## src/rtl/ssis_ram.sv

```systemverilog
module ssis_ram #(
  parameter int WIDTH = 64,
  parameter int DEPTH = 64
) (
  input  logic                     clk,
  input  logic                     we,
  input  logic [$clog2(DEPTH)-1:0] waddr,
  input  logic [WIDTH-1:0]         wdata,
  input  logic [$clog2(DEPTH)-1:0] raddr,
  output logic [WIDTH-1:0]         rdata
);

  logic [WIDTH-1:0] mem [DEPTH];

  always_ff @(posedge clk) begin
    if (we) begin
      mem[waddr] <= wdata;
    end
    rdata <= mem[raddr];
  end

endmodule

```

## config.mk

```make
export PLATFORM = sky130hd
export DESIGN_NAME = ssis_ram
export DESIGN_NICKNAME = d
export VERILOG_FILES = /design/src/rtl/ssis_ram.sv
export SDC_FILE = /design/constraint.sdc
export NUM_CORES = 2
export LEC_CHECK = 0
export BUFFER_PORTS_ARGS = -buffer_cell sky130_fd_sc_hd__buf_2
export CORE_ASPECT_RATIO = 1.75
export CORE_MARGIN = 2
export CORE_UTILIZATION = 25
export CTS_BUF_LIST = sky130_fd_sc_hd__clkbuf_4
export CTS_CLUSTER_SIZE = 14
export DETAILED_ROUTE_END_ITERATION = 12
export GPL_ROUTABILITY_DRIVEN = 0
export HOLD_SLACK_MARGIN = 0.1
export MAX_ROUTING_LAYER = met4
export SLEW_MARGIN = 30
export SYNTH_ARGS = -nofsm -noshare
export SYNTH_HDL_FRONTEND = slang
export SYNTH_SLANG_ARGS = --single-unit
export TNS_END_PERCENT = 30
```

## constraint.sdc

```tcl
create_clock -name clk -period 10.4 [get_ports clk]
set_input_delay 1.04 -clock clk [delete_from_list [all_inputs] [get_ports clk]]
set_output_delay 1.04 -clock clk [all_outputs]
set_load 0.03 [all_outputs]
```

==> summary.txt <==
outcome -> complete, no violations
Wirelength per Cell -> 28.7 um
share of post-route cells with drive strength above 1 -> 0.341
setup repair after global routing missed its margin -> false
endpoints failing hold -> 0
clock insertion delay at the later pin of the skew report -> 1570 ps
total number of yosys warnings -> 0
synthesized netlist net count -> 6676
Commonest cells post-synth -> 4096 x edfxtp_1, 1024 x mux4_2, 170 x buf_2
sequential element share of the synthesized area -> 0.795
slew at the pin closest to its max-slew limit -> 1120 ps
flip-flop cell with the highest count after synthesis -> edfxtp_1
total clock buffers created by CTS -> 836
count of input and output buffers -> 141
Yosys top cell area share -> 0.787
global routing met3 resource utilization -> 0.0243
count of unique library cells instantiated by Yosys -> 33
launching element type of the critical path -> flop
height of the die -> 1050 um
total via count after detailed routing -> 78779
longest individual stage delay on the worst path -> 840 ps
class of the tightest hold or removal check -> input pin to flop
total of flip-flops plus latches after synthesis -> 4160
Crit Reg-Reg Startpoint -> mem[43][50]$_DFFE_PP_
share of the clock period used by the worst path -> 0.369
post-synth design cell area -> 0.156 sq mm
total grt overflow -> 0
Core Region -> 0.624 sq mm
H-tree depth -> 6
via density per instance -> 4.78
setup TNS after final layout -> 0 ps
GRT Max-Usage Layer -> met2
Maximum Capacitance Violations -> 0
global-route wire length before repair -> 648000 um
IR Drop Worst-Case VDD -> 0.0958 mV
Static Leakage -> 55.0 nW
drt first-iter violations -> 9102
Detail Placement HPWL -> 263000 um
clock tree root buffer cell -> clkbuf_4
sum of buffers and inverters on the critical path -> 1
start point of the worst min-delay path -> wdata[1]
top post-synthesis cells by area -> edfxtp_1 79%, mux4_2 15%, mux2i_1 0.86%
clock tree from TritonCTS -> yes
Register-to-Register Path Depth -> 4
total I/O pin count -> 142
effective utilization at floorplan -> 0.251
total track usage -> 0.151
clock-pin transition on the worst setup and hold timing paths -> 80 ps
number of post-CTS setup repair buffers -> 0
GR met2 Demand/Resource -> 0.273
shortest clock period the worst path allows after layout -> 3840 ps
total wire length after detailed routing -> 473000 um
pin count of the biggest net entering global routing -> 124
CTS max path bufs -> 5
count leader, synth -> edfxtp_1
critical path class -> flop to primary output
Post-CTS Hold Buffers -> 19
area added between synthesis and finish -> 14.9%
number of global-route vias before repair -> 82012
delay-heaviest family, CP -> flip-flops
Mapped Avg Cell Area -> 23.7 sq um
Gates resized, CTS repair -> 0
Achievable Freq -> 0.261 GHz
number of search-and-repair iterations in the first detailed-routing pass -> 8
Worst EP required -> 9360 ps
post-route DRC violation count -> 0
crit end category -> primary output
Crit Path Max Fanout -> 11
worst hold path depth -> 1
ordered list of cells on the worst path -> buf_2
die width -> 602 um
final setup vio count -> 0
Total Die Area -> 0.632 sq mm
met1 usage -> 0.156
hold worst-path end -> mem[39][1]$_DFFE_PP_
Async S/R FF share, synth -> 0
Post-DRT Antenna Nets -> 0
Fin Clk Skew -> 176 ps
Design Power -> 0.0319 W
row count -> 384
slack of the worst reg-to-reg path -> 8080 ps
cell count after synthesis -> 6598
Yosys top cell by area -> edfxtp_1
power density of the placed cells -> 177 mW/mm^2
Crit-path slowest cell -> dfxtp_1
count of flip-flops with a built-in enable after synthesis -> 4096
count of nets after finishing -> 7590
worst slew margin relative to its limit -> 0.255
critical register-to-register path endpoint -> rdata[50]$_DFF_P_
worst path arrival time -> 2800 ps
CTS sink cnt -> 4160
number of antenna violations at the first check in global routing -> 66
final number of max-transition violations -> 0
-- cell type report --
class	instances	area (sq um)
tap	8299	10400
clock buffer	1185	8900
antenna	82	205
timing repair buffer	446	3870
sequential	4160	124000
inverter	19	71.3
fill	60978	444000
multi-input combinational	2049	30800
clock inverter	254	1190
-- state kept, by name, summed over array words and instances, names as in the netlist --
| signal | flops |
|---|---|
| mem | 4096 |
| rdata | 64 |
-- worst reg2reg max path, stage by stage, from the launching register on --
cell and delay (ps):
edfxtp_1 400, mux4_2 480, a22oi_1 690, nand3_1 380
and3_1 300
-- metrics by stage --
step / hold slack, ps / std cells / instance area, sq um / utilization / setup WS [ps]
after floorplan: 788 / 6598 / 156000 / - / 3920
after global placement: 849 / 14899 / 168000 / 0.270 / 5220
after detailed placement: 843 / 14919 / 169000 / 0.271 / 5300
after CTS: 104 / 16377 / 179000 / 0.287 / 6480
after global routing: 75.1 / 16484 / 180000 / 0.288 / 6550
final: 73.7 / 16494 / 180000 / 0.288 / 6560
-- per-layer routing --
layer | up-vias | routed length [um]
met5 | - | 0
met4 | 0 | 24600
met3 | 1182 | 33500
met2 | 4193 | 257000
li1 | 30885 | -
met1 | 42519 | 157000
-- layout by cell type (no fill, tap or decap), types with 88 or more instances in the layout --
master / instances
clkbuf_4: 1185
edfxtp_1: 4096
a22oi_1: 168
mux4_2: 1024
buf_4: 255
buf_2: 92
clkinv_1: 202
a22o_1: 88
mux2i_1: 135
-- power breakdown --
| part | internal (W) | leakage (nW) | switching, W | total [W] |
|---|---|---|---|---|
| Sequential | 0.0185 | 37.4 | 0.000101 | 0.0186 |
| Clock | 0.00540 | 6.03 | 0.00613 | 0.0115 |
| Combinational | 0.000595 | 11.5 | 0.00111 | 0.00171 |
| Total | 0.0245 | 55.0 | 0.00735 | 0.0319 |
-- logic make-up after synthesis --
logic type             after synthesis  share of synthesized area
multiplexers                      1159                      0.156
flip-flops                        4160                      0.795
buffers and inverters              389                     0.0118
AND/OR/NAND/NOR                    386                     0.0124
AO/OA/AOI/OAI                      504                     0.0248
-- worst max-delay path by stage --
stage | start | endpoint | slack (ps) | depth (start not counted)
6_report | rdata[15]$_DFF_P_ | rdata[15] | 6560 | 1
2_1_floorplan | waddr[3] | mem[48][0]$_DFFE_PP_ | 3920 | 4
3_5_place_dp | raddr[0] | rdata[11]$_DFF_P_ | 5300 | 8
5_1_grt | rdata[15]$_DFF_P_ | rdata[15] | 6550 | 1
3_3_place_gp | raddr[0] | rdata[27]$_DFF_P_ | 5220 | 8
4_1_cts | rdata[41]$_DFF_P_ | rdata[41] | 6480 | 1
(Power assumes the default switching activity.)
